[config.mk]
export PLATFORM = sky130hd
export DESIGN_NAME = iambic_morse_keyer_unit_flat
export DESIGN_NICKNAME = d
export VERILOG_FILES = /design/src/rtl/imk_pkg.sv /design/src/rtl/imk_if.sv /design/src/rtl/imk_step.sv /design/src/rtl/iambic_morse_keyer_unit.sv /design/src/flat_wrapper.sv
export SDC_FILE = /design/constraint.sdc
export NUM_CORES = 1
export LEC_CHECK = 0
export BUFFER_PORTS_ARGS = -buffer_cell sky130_fd_sc_hd__buf_4
export CORE_UTILIZATION = 33
export CTS_BUF_LIST = sky130_fd_sc_hd__clkbuf_8
export DETAILED_ROUTE_END_ITERATION = 6
export GPL_TIMING_DRIVEN = 0
export PLACE_DENSITY = 0.59
export SYNTH_ARGS = -nofsm -noshare
export SYNTH_HDL_FRONTEND = slang
export SYNTH_SLANG_ARGS = --single-unit
[constraint.sdc]
create_clock -name clock -period 7.6 [get_ports clock]
set_clock_uncertainty 0.1 [all_clocks]
set_input_delay 0.38 -clock clock [delete_from_list [all_inputs] [get_ports clock]]
set_output_delay 0.38 -clock clock [all_outputs]
set_load 0.02 [all_outputs]
[src/rtl/imk_pkg.sv]
// imk_pkg: shared constants and types of the iambic morse keyer
// phase codes, element codes, register reset value and the result payload type
// no dependencies
package imk_pkg;

   localparam int TIMER_BITS_DEFAULT = 12;

   localparam int DIT_W  = 11;
   localparam int ELEM_W = 2;
   localparam int PH_W   = 3;
   // dit length times three fits in this many bits
   localparam int MARK3_W = DIT_W + 2;

   localparam logic [DIT_W-1:0] DIT_TICKS_RESET = DIT_W'(60);

   localparam logic [PH_W-1:0] PH_IDLE      = 3'd0;
   localparam logic [PH_W-1:0] PH_DIT_MARK  = 3'd1;
   localparam logic [PH_W-1:0] PH_DIT_SPACE = 3'd2;
   localparam logic [PH_W-1:0] PH_DAH_MARK  = 3'd3;
   localparam logic [PH_W-1:0] PH_DAH_SPACE = 3'd4;

   localparam logic [ELEM_W-1:0] ELEM_IDLE = 2'd0;
   localparam logic [ELEM_W-1:0] ELEM_DIT  = 2'd1;
   localparam logic [ELEM_W-1:0] ELEM_DAH  = 2'd2;

   typedef struct packed {
      logic              tone;
      logic [ELEM_W-1:0] element;
   } rsp_type;

endpackage

[src/rtl/imk_if.sv]
// imk_req_if / imk_rsp_if: valid-ready channels of the keyer
// paddle levels in, tone and element out
// depends on imk_pkg
interface imk_req_if;
   logic valid;
   logic ready;
   logic dah_paddle;
   logic dit_paddle;

   modport source (output valid, output dah_paddle, output dit_paddle, input ready);
   modport sink   (input valid, input dah_paddle, input dit_paddle, output ready);
endinterface

interface imk_rsp_if;
   logic                          valid;
   logic                          ready;
   logic                          tone;
   logic [imk_pkg::ELEM_W-1:0]    element;

   modport source (output valid, output tone, output element, input ready);
   modport sink   (input valid, input tone, input element, output ready);
endinterface

[src/rtl/imk_step.sv]
// imk_step: next-state and result logic for one tick of the keyer
// element start, paddle memory and mark/space timing against the dit length
// depends on imk_pkg
module imk_step #(
   parameter int TIMER_BITS = imk_pkg::TIMER_BITS_DEFAULT
) (
   input  logic [imk_pkg::PH_W-1:0]  phase,
   input  logic [TIMER_BITS-1:0]     tick_count,
   input  logic                      opposite_latched,
   input  logic                      dah_paddle,
   input  logic                      dit_paddle,
   input  logic [imk_pkg::DIT_W-1:0] dit_ticks,
   output logic [imk_pkg::PH_W-1:0]  phase_next,
   output logic [TIMER_BITS-1:0]     tick_count_next,
   output logic                      opposite_latched_next,
   output imk_pkg::rsp_type          result
);

   localparam int CMP_W = (TIMER_BITS > imk_pkg::MARK3_W) ? TIMER_BITS : imk_pkg::MARK3_W;
   localparam logic [CMP_W-1:0] TIMER_MAX = CMP_W'((64'd1 << TIMER_BITS) - 64'd1);

   logic [imk_pkg::DIT_W-1:0]   unit;
   logic [imk_pkg::MARK3_W-1:0] mark3;
   logic [TIMER_BITS-1:0]       space_len;
   logic [TIMER_BITS-1:0]       dah_len;

   assign unit  = (dit_ticks == '0) ? imk_pkg::DIT_W'(1) : dit_ticks;
   assign mark3 = imk_pkg::MARK3_W'(unit) + imk_pkg::MARK3_W'({unit, 1'b0});

   // saturate lengths that do not fit the timer
   assign space_len = (CMP_W'(unit) > TIMER_MAX) ? TIMER_MAX[TIMER_BITS-1:0]
                                                 : TIMER_BITS'(CMP_W'(unit));
   assign dah_len   = (CMP_W'(mark3) > TIMER_MAX) ? TIMER_MAX[TIMER_BITS-1:0]
                                                  : TIMER_BITS'(CMP_W'(mark3));

   always_comb begin
      logic [imk_pkg::PH_W-1:0] ph;
      logic                     started;
      logic [TIMER_BITS-1:0]    cnt;
      logic [TIMER_BITS-1:0]    cnt_inc;
      logic                     lat;
      logic                     is_dah;
      logic                     is_mark;
      logic [TIMER_BITS-1:0]    len;

      ph      = (phase > imk_pkg::PH_DAH_SPACE) ? imk_pkg::PH_IDLE : phase;
      started = 1'b1;
      cnt     = tick_count;
      lat     = opposite_latched;

      phase_next            = ph;
      tick_count_next       = tick_count;
      opposite_latched_next = opposite_latched;
      result.tone           = 1'b0;
      result.element        = imk_pkg::ELEM_IDLE;

      if (ph == imk_pkg::PH_IDLE) begin
         if (dah_paddle) begin
            ph = imk_pkg::PH_DAH_MARK;
         end else if (dit_paddle) begin
            ph = imk_pkg::PH_DIT_MARK;
         end else begin
            started = 1'b0;
         end
         cnt = '0;
         lat = 1'b0;
      end

      is_dah  = (ph == imk_pkg::PH_DAH_MARK) || (ph == imk_pkg::PH_DAH_SPACE);
      is_mark = (ph == imk_pkg::PH_DAH_MARK) || (ph == imk_pkg::PH_DIT_MARK);
      len     = (is_mark && is_dah) ? dah_len : space_len;
      cnt_inc = cnt + TIMER_BITS'(1);

      if (started) begin
         // paddle memory: opposite paddle seen on any tick of the element
         if (is_dah ? dit_paddle : dah_paddle) begin
            lat = 1'b1;
         end
         result.tone    = is_mark;
         result.element = is_dah ? imk_pkg::ELEM_DAH : imk_pkg::ELEM_DIT;
         if (cnt_inc >= len) begin
            tick_count_next = '0;
            if (is_mark) begin
               phase_next            = is_dah ? imk_pkg::PH_DAH_SPACE : imk_pkg::PH_DIT_SPACE;
               opposite_latched_next = lat;
            end else begin
               if (lat) begin
                  phase_next = is_dah ? imk_pkg::PH_DIT_MARK : imk_pkg::PH_DAH_MARK;
               end else begin
                  phase_next = imk_pkg::PH_IDLE;
               end
               opposite_latched_next = 1'b0;
            end
         end else begin
            phase_next            = ph;
            tick_count_next       = cnt_inc;
            opposite_latched_next = lat;
         end
      end else begin
         phase_next = imk_pkg::PH_IDLE;
      end
   end

endmodule

[src/rtl/iambic_morse_keyer_unit.sv]
// iambic_morse_keyer_unit: top level of the iambic keyer with paddle memory
// keyer state registers, dit length register and a two-entry result buffer
// depends on imk_pkg, imk_if (imk_req_if, imk_rsp_if) and imk_step
//
// usage:
//  req carries one transaction per millisecond tick with the dah and dit paddle
//  levels; rsp returns one transaction per tick with the tone level and the
//  element in progress (idle, dit or dah).
//  csr_wr_en with csr_wr_data loads the dit length in ticks (1200 / wpm);
//  write it only while no tick is in flight.
//  throughput: one tick per cycle while req_ready is high; the per-tick work
//  is one state update and one counter compare in imk_step between the state
//  and result registers, and each result is registered before it reaches rsp.
//  when rsp stalls, results queue in the output register and a skid register;
//  req_ready drops only once both are full and returns as rsp drains.
//  reset (synchronous, active high) empties the result buffer, puts the keyer
//  in idle with the timer and paddle memory cleared, and sets the dit length
//  to 60 ticks.
module iambic_morse_keyer_unit #(
   parameter int TIMER_BITS = imk_pkg::TIMER_BITS_DEFAULT
) (
   input  logic                      clock,
   input  logic                      reset,
   imk_req_if.sink                   req,
   imk_rsp_if.source                 rsp,
   input  logic                      csr_wr_en,
   input  logic [imk_pkg::DIT_W-1:0] csr_wr_data
);

   logic [imk_pkg::DIT_W-1:0] dit_ticks_ff;
   logic [imk_pkg::PH_W-1:0]  phase_ff;
   logic [imk_pkg::PH_W-1:0]  phase_in;
   logic [TIMER_BITS-1:0]     tick_count_ff;
   logic [TIMER_BITS-1:0]     tick_count_in;
   logic                      latched_ff;
   logic                      latched_in;
   imk_pkg::rsp_type          result;

   logic             out_valid_ff;
   imk_pkg::rsp_type out_data_ff;
   logic             skid_valid_ff;
   imk_pkg::rsp_type skid_data_ff;

   logic accept;
   logic out_take;

   assign req.ready = !skid_valid_ff;
   assign accept    = req.valid && !skid_valid_ff;
   assign out_take  = out_valid_ff && rsp.ready;

   imk_step #(
      .TIMER_BITS (TIMER_BITS)
   ) u_step (
      .phase                 (phase_ff),
      .tick_count            (tick_count_ff),
      .opposite_latched      (latched_ff),
      .dah_paddle            (req.dah_paddle),
      .dit_paddle            (req.dit_paddle),
      .dit_ticks             (dit_ticks_ff),
      .phase_next            (phase_in),
      .tick_count_next       (tick_count_in),
      .opposite_latched_next (latched_in),
      .result                (result)
   );

   always_ff @(posedge clock) begin
      if (reset) begin
         dit_ticks_ff <= imk_pkg::DIT_TICKS_RESET;
      end else if (csr_wr_en) begin
         dit_ticks_ff <= csr_wr_data;
      end
   end

   always_ff @(posedge clock) begin
      if (reset) begin
         phase_ff      <= imk_pkg::PH_IDLE;
         tick_count_ff <= '0;
         latched_ff    <= 1'b0;
      end else if (accept) begin
         phase_ff      <= phase_in;
         tick_count_ff <= tick_count_in;
         latched_ff    <= latched_in;
      end
   end

   // result buffer: output register backed by one skid entry
   always_ff @(posedge clock) begin
      if (reset) begin
         out_valid_ff  <= 1'b0;
         skid_valid_ff <= 1'b0;
      end else begin
         if (accept) begin
            if (!out_valid_ff || out_take) begin
               out_valid_ff <= 1'b1;
            end else begin
               skid_valid_ff <= 1'b1;
            end
         end else if (out_take) begin
            if (skid_valid_ff) begin
               skid_valid_ff <= 1'b0;
            end else begin
               out_valid_ff <= 1'b0;
            end
         end
      end
   end

   always_ff @(posedge clock) begin
      if (accept) begin
         if (!out_valid_ff || out_take) begin
            out_data_ff <= result;
         end else begin
            skid_data_ff <= result;
         end
      end else if (out_take && skid_valid_ff) begin
         out_data_ff <= skid_data_ff;
      end
   end

   assign rsp.valid   = out_valid_ff;
   assign rsp.tone    = out_data_ff.tone;
   assign rsp.element = out_data_ff.element;

endmodule
[src/flat_wrapper.sv]
// flat-port wrapper written by rule: the top's interface ports become plain ports
module iambic_morse_keyer_unit_flat 
#(
   parameter int TIMER_BITS = imk_pkg::TIMER_BITS_DEFAULT
)
  (clock, reset, csr_wr_en, csr_wr_data, req_valid, req_dah_paddle, req_dit_paddle, req_ready, rsp_valid, rsp_tone, rsp_element, rsp_ready);
  imk_req_if req_i ();
  imk_rsp_if rsp_i ();
  input  logic clock;
  input  logic reset;
  input  logic csr_wr_en;
  input  logic [imk_pkg::DIT_W-1:0] csr_wr_data;
  input wire logic [$bits(req_i.valid)-1:0] req_valid;
  input wire logic [$bits(req_i.dah_paddle)-1:0] req_dah_paddle;
  input wire logic [$bits(req_i.dit_paddle)-1:0] req_dit_paddle;
  output wire logic [$bits(req_i.ready)-1:0] req_ready;
  output wire logic [$bits(rsp_i.valid)-1:0] rsp_valid;
  output wire logic [$bits(rsp_i.tone)-1:0] rsp_tone;
  output wire logic [$bits(rsp_i.element)-1:0] rsp_element;
  input wire logic [$bits(rsp_i.ready)-1:0] rsp_ready;
  assign req_i.valid = req_valid;
  assign req_i.dah_paddle = req_dah_paddle;
  assign req_i.dit_paddle = req_dit_paddle;
  assign req_ready = req_i.ready;
  assign rsp_valid = rsp_i.valid;
  assign rsp_tone = rsp_i.tone;
  assign rsp_element = rsp_i.element;
  assign rsp_i.ready = rsp_ready;
  iambic_morse_keyer_unit #(.TIMER_BITS(TIMER_BITS)) u_core (.clock(clock), .reset(reset), .req(req_i), .rsp(rsp_i), .csr_wr_en(csr_wr_en), .csr_wr_data(csr_wr_data));
endmodule
## Yosys cells after proc, flatten, opt, wreduce, memory -nomap -nowiden

Cells that the tools add are included.

| storage, ports and cells | value |
|---|---|
| output and inout port bits | 5 |
| bits of input ports | 18 |
| word-level logic and storage cells | 76 |
| bits in registers | 35 |

| cells by class | value |
|---|---|
| reductions and logical operators | 18 |
| equality and inequality tests | 6 |
| bitwise gates (word level) | 1 |
| $add $sub $neg | 2 |
| order comparisons | 3 |
| muxes and demuxes | 36 |

Operator list:

| cell | count |
|---|---|
| 12-bit two-way mux | 4 |
| 3-bit two-way mux | 12 |
| 1-bit two-way mux | 16 |
| 11-bit by 12-bit adder with 13-bit output | 1 |
| 13-bit by 12-bit greater-than comparator with 1-bit output (second input constant) | 1 |
| 12-bit by 1-bit adder with 12-bit output (second input constant) | 1 |
| 12-bit greater-or-equal comparator | 1 |
| 11-bit zero test | 1 |
| 11-bit two-way mux | 1 |
| 2-bit AND reduction | 4 |
| 2-bit two-way mux | 3 |
| 2-bit inequality test (second input constant) | 3 |
| 1-bit logical AND | 4 |
| 2-bit nonzero test | 2 |
| 3-bit by 1-bit == test with 1-bit output (second input constant) | 1 |
| 3-bit by 2-bit == test with 1-bit output (second input constant) | 1 |
| 3-bit == test (second input constant) | 1 |
| 3-bit greater-than comparator (second input constant) | 1 |
| 3-bit zero test | 1 |
| 1-bit logical OR | 3 |
| 3-bit AND reduction | 1 |
| 1-bit zero test | 2 |
| 1-bit inverter | 1 |

## Logic depth before layout (Yosys ltp)

| depth | value |
|---|---|
| depth after elaboration | 14 |
| gate-level depth with buffers | 22 |
| depth with buffers taken out | 20 |

## By module

From an unflattened synthesis, not the netlist that was laid out.

| unflattened totals | value |
|---|---|
| cell total of the unflattened synthesis | 363 |
| area total of the unflattened synthesis | 3059.2 sq um |

Modules (own cells, without submodules):

| module | area each (sq um) | instances | seq. area each (sq um) | cells an instance |
|---|---|---|---|---|
| imk_step | 1604.0 | 1 | 0.0 | 233 |
| iambic_morse_keyer_unit | 1455.1 | 1 | 760.7 | 130 |

## Least setup slack after synthesis

Ideal clock, no wire load.

| timing | value |
|---|---|
| path kind | register -> register |
| start | register u_core.dit_ticks_ff[1] in the netlist's numbering |
| end | register u_core.tick_count_ff[11] |
| clock period less this slack | 4.118 ns |
| arrival | 3.959 ns |
| stages on the path, launching flop included | 19 |
| library setup time | 0.059 ns |
| path slack | 3.482 ns |
| path buffers | 2 |
| data required time | 7.441 ns |
| cells stage by stage | dfxtp_1 nor4_1 nand4_1 and2_1 ha_1 and2_1 a311oi_1 o21ai_1 a21o_1 buf_2 o22ai_1 ha_1 a211o_1 a31oi_1 o21ai_1 a221oi_4 and2_0 buf_2 a22o_1 |

| between the ends | value |
|---|---|
| word-level cells in the longest chain between the ends | 8 |

Ends and longest elaborated chain:

| what | RTL line | RTL |
|---|---|---|
| from (decl) | iambic_morse_keyer_unit.sv:30 | `logic [imk_pkg::DIT_W-1:0] dit_ticks_ff;` |
| from (signal assigned) | iambic_morse_keyer_unit.sv:68 | `dit_ticks_ff <= imk_pkg::DIT_TICKS_RESET;` |
| from (signal assigned) | iambic_morse_keyer_unit.sv:70 | `dit_ticks_ff <= csr_wr_data;` |
| 11-bit zero test | imk_step.sv:27 | `assign unit = (dit_ticks == '0) ? imk_pkg::DIT_W'(1) : dit_ticks;` |
| 11-bit two-way mux * | imk_step.sv:27 |  |
| 11-bit by 12-bit adder with 13-bit output | imk_step.sv:28 | `assign mark3 = imk_pkg::MARK3_W'(unit) + imk_pkg::MARK3_W'({unit, 1'b0});` |
| 13-bit by 12-bit greater-than comparator with 1-bit output | imk_step.sv:33 | `assign dah_len = (CMP_W'(mark3) > TIMER_MAX) ? TIMER_MAX[TIMER_BITS-1:0]` |
| 12-bit two-way mux | imk_step.sv:33 |  |
| 12-bit two-way mux * | imk_step.sv:71 | `len = (is_mark && is_dah) ? dah_len : space_len;` |
| 12-bit greater-or-equal comparator * | imk_step.sv:81 | `if (cnt_inc >= len) begin` |
| 12-bit two-way mux * | imk_step.sv:81 |  |
| to (signal assigned) | iambic_morse_keyer_unit.sv:81 | `tick_count_ff <= tick_count_in;` |
| to (decl) | iambic_morse_keyer_unit.sv:33 | `logic [TIMER_BITS-1:0] tick_count_ff;` |

Every way passes the cells marked *; elsewhere a longest branch is shown, timed or not.
A chain may end at the register's enable or synchronous reset.

## Worst setup path after layout

Ends and elaborated chain as after synthesis.

==> results.cfg <==
[outcome]
outcome = finished, final reports clean

[detailed_routing]
drcViolationCount = 0
drt-pass1-iter-count = 4
drt_iter0_markers = 62
routed_wl_mm = 6.05
routedWlPerCell_um = 13.3
vias = 2324
vias_per_cell = 5.10
ant_nets = 0

[floorplan]
ios = 23
die-height_um = 92.4
core_sq_mm = 0.00781
dieArea_sq_mm = 0.00854
die_x_um = 92.4
rows = 32
start_util = 0.346

[global_routing]
grt_pass1_vias = 2336
met3_usage = 0.0345
grt_pass1_wl_mm = 10.7
grt.busiest_layer = met2
antenna_found_initial = 0
gr-total-overflow = 0
grtUsageMet1 = 0.190
grt_use_met2 = 0.267
grt_util_all_layers = 0.155
grt_max_degree = 12

[cells_and_area]
syn2layout_area_growth_pct = 13.7
nets = 397
design_area_sq_mm = 0.00307
final_util = 0.393
drive_above_1_share = 0.127
fillers = 813
finalNonFillerCells = 456
antenna_cells = 0

[synthesis]
synth_common_cells = 31 x nor2_1, 29 x dfxtp_1, 28 x nand2_1, 25 x ha_1, 21 x inv_1
synth_top_area_cell = dfxtp_1
synth_top_area_frac = 0.215
ys_types = 61
synth.ff_latch_count = 35
ys.flop_type = dfxtp_1
ys_warn_count = 0
synth_cells = 325
yosysSeqAreaShare = 0.282
syn_avg_cell_area_sq_um = 8.30
synth-edff-count = 6
yosysMostFrequentCell = nor2_1
synth_area_sq_mm = 0.00270
ys_top_cells_by_area = dfxtp_1 22%, ha_1 12%, edfxtp_1 6.7%
async_flop_share = 0
syn_nets = 369

[timing]
rsz0062_at_grt = no
finalCriticalPeriod_ns = 4.79
fin_crit_sh = 0.630
worst_pin_slew_ns = 0.663
slew_violations = 0
max_slew_margin = 0.558
final.setup.tns_ns = 0
fmax_mhz = 209
setup_viol = 0
hold_viol = 0

[placed_design]
dp_cells = 448
dpl.hpwl_mm = 4.75
portBuffers = 21
gp_congestion = 0.809
placed_area_sq_mm = 0.00298

[clock_tree]
ctsHtreeMaxLevel = 2
clk_latency_ns = 0.29
post_cts_resized = 0
cts_hold_buf = 0
clock-sinks = 35
ctsLongestPathBuffers = 2
clk_pin_slew_ns = 0.07
tritoncts = done
post-cts-setup-buffer-count = 0
ctsRootBufferMaster = clkbuf_8
cts_buffers = 5

[setup_path]
worstPathMaxFanout = 9
r2r_end = u_core.tick_count_ff[11]$_SDFFE_PP0P_
arrival_ns = 4.93
r2r_cells = 20
cp-end-kind = register
criticalPathCategory = reg2reg
r2r_setup_slack_ns = 2.81
worst_setup_path_start_kind = register
r2r_start = u_core.dit_ticks_ff[1]$_SDFFE_PP0P_
cp.required_ns = 7.74

[power_and_ir_drop]
p_leak_uw = 0.00130
vdd_drop_max_mv = 0.0757
cellPowerDensity_mw_per_mm2 = 155

[worst_hold_path]
min_to = u_core.skid_valid_ff$_SDFFE_PP0P_
worstHoldStart = rsp_ready
min_path_cells = 2
min_path_type = in2reg

[flow_run]
cap_violations = 0
-- final cells by class --
class	count	area, sq um	share of cell area
buffer	17	80.1	0.0261
clock buffer	5	68.8	0.0224
clock inverter	3	16.3	0.00530
inverter	22	82.6	0.0269
multi-input combinational	251	1770	0.578
sequential	35	761	0.248
tap	102	128	0.0416
timing repair buffer	21	158	0.0514
-- how the worst max path moves through the flow --
stage | startpoint | end | slack [ns] | cells after the start
3_3_place_gp | u_core.dit_ticks_ff[1]$_SDFFE_PP0P_ | u_core.tick_count_ff[11]$_SDFFE_PP0P_ | 2.78 | 18
5_1_grt | u_core.dit_ticks_ff[1]$_SDFFE_PP0P_ | u_core.tick_count_ff[10]$_SDFFE_PP0P_ | 2.28 | 20
3_5_place_dp | u_core.dit_ticks_ff[1]$_SDFFE_PP0P_ | u_core.tick_count_ff[6]$_SDFFE_PP0P_ | 2.76 | 20
2_1_floorplan | u_core.dit_ticks_ff[1]$_SDFFE_PP0P_ | u_core.tick_count_ff[11]$_SDFFE_PP0P_ | 3.48 | 18
6_report | u_core.dit_ticks_ff[1]$_SDFFE_PP0P_ | u_core.tick_count_ff[11]$_SDFFE_PP0P_ | 2.81 | 20
4_1_cts | u_core.dit_ticks_ff[1]$_SDFFE_PP0P_ | u_core.tick_count_ff[11]$_SDFFE_PP0P_ | 2.74 | 20
-- per-layer routing --
metal  vias to the layer above  part of all wire
li1                       1224                 -
met1                      1057              0.48
met2                        33              0.47
met3                        10             0.033
met4                         0             0.021
met5                         -                 0
-- power by group --
| group | switching [uW] | leakage (uW) | total (uW) | internal, uW |
|---|---|---|---|---|
| sequential | 7.94 | 0.000294 | 206 | 198 |
| clock | 68.5 | 0.0000453 | 131 | 62.7 |
| combinational | 77.9 | 0.000966 | 137 | 59.3 |
-- critical path, stage by stage (launching register included) --
cell	delay [ns]
dfxtp_1	0.36
nor4_1	0.33
nand4_1	0.27
nand2_1	0.20
inv_1	0.08
ha_1	0.29
nand4_1	0.12
a21boi_1	0.11
a311oi_1	0.37
o21ai_1	0.16
a21o_1	0.19
buf_2	0.17
o22ai_1	0.18
ha_1	0.27
and2_1	0.17
a221oi_1	0.25
o21ai_1	0.16
a221oi_4	0.43
and2_0	0.20
buf_2	0.18
a22o_1	0.14
-- state kept, by name (all words and copies together) (netlist names) --
signal / count
u_core.dit_ticks_ff: 11
u_core.latched_ff: 1
u_core.phase_ff: 3
u_core.rsp.element: 2
u_core.rsp.tone: 1
u_core.rsp.valid: 1
u_core.skid_data_ff: 3
u_core.skid_valid_ff: 1
u_core.tick_count_ff: 12
-- stage by stage --
stage	hold slack (ns)	power [uW]	setup slack (ns)
after floorplan	0.341	311	3.48
after global placement	0.355	344	2.78
after detailed placement	0.363	348	2.76
after CTS	0.184	481	2.74
after global routing	0.187	508	2.28
final	0.188	474	2.81
-- placed cells by master, fill, tap and decap left out, types with 7 or more instances in the layout --
cell and count:
dfxtp_1 29, a22o_1 9, nand3_1 12, ha_1 25, clkbuf_1 11, xnor2_1 7, a21oi_1 19, and2_1 7
nand2_1 28, nor2_1 31, mux2i_1 8, o21ai_0 16, o22ai_1 11, buf_4 22, xor2_1 8, inv_1 22
-- cells by family after synthesis --
family	Yosys count	synth area share
adders and majority gates	27	0.127
xor gates and xnor gates	16	0.0547
and+or+nand+nor	101	0.183
buffers and inverters	39	0.0603
AOI/OAI and AO/OA	98	0.259
DFF	35	0.282
muxes	9	0.0339
Power figures use the tool's default switching activity.
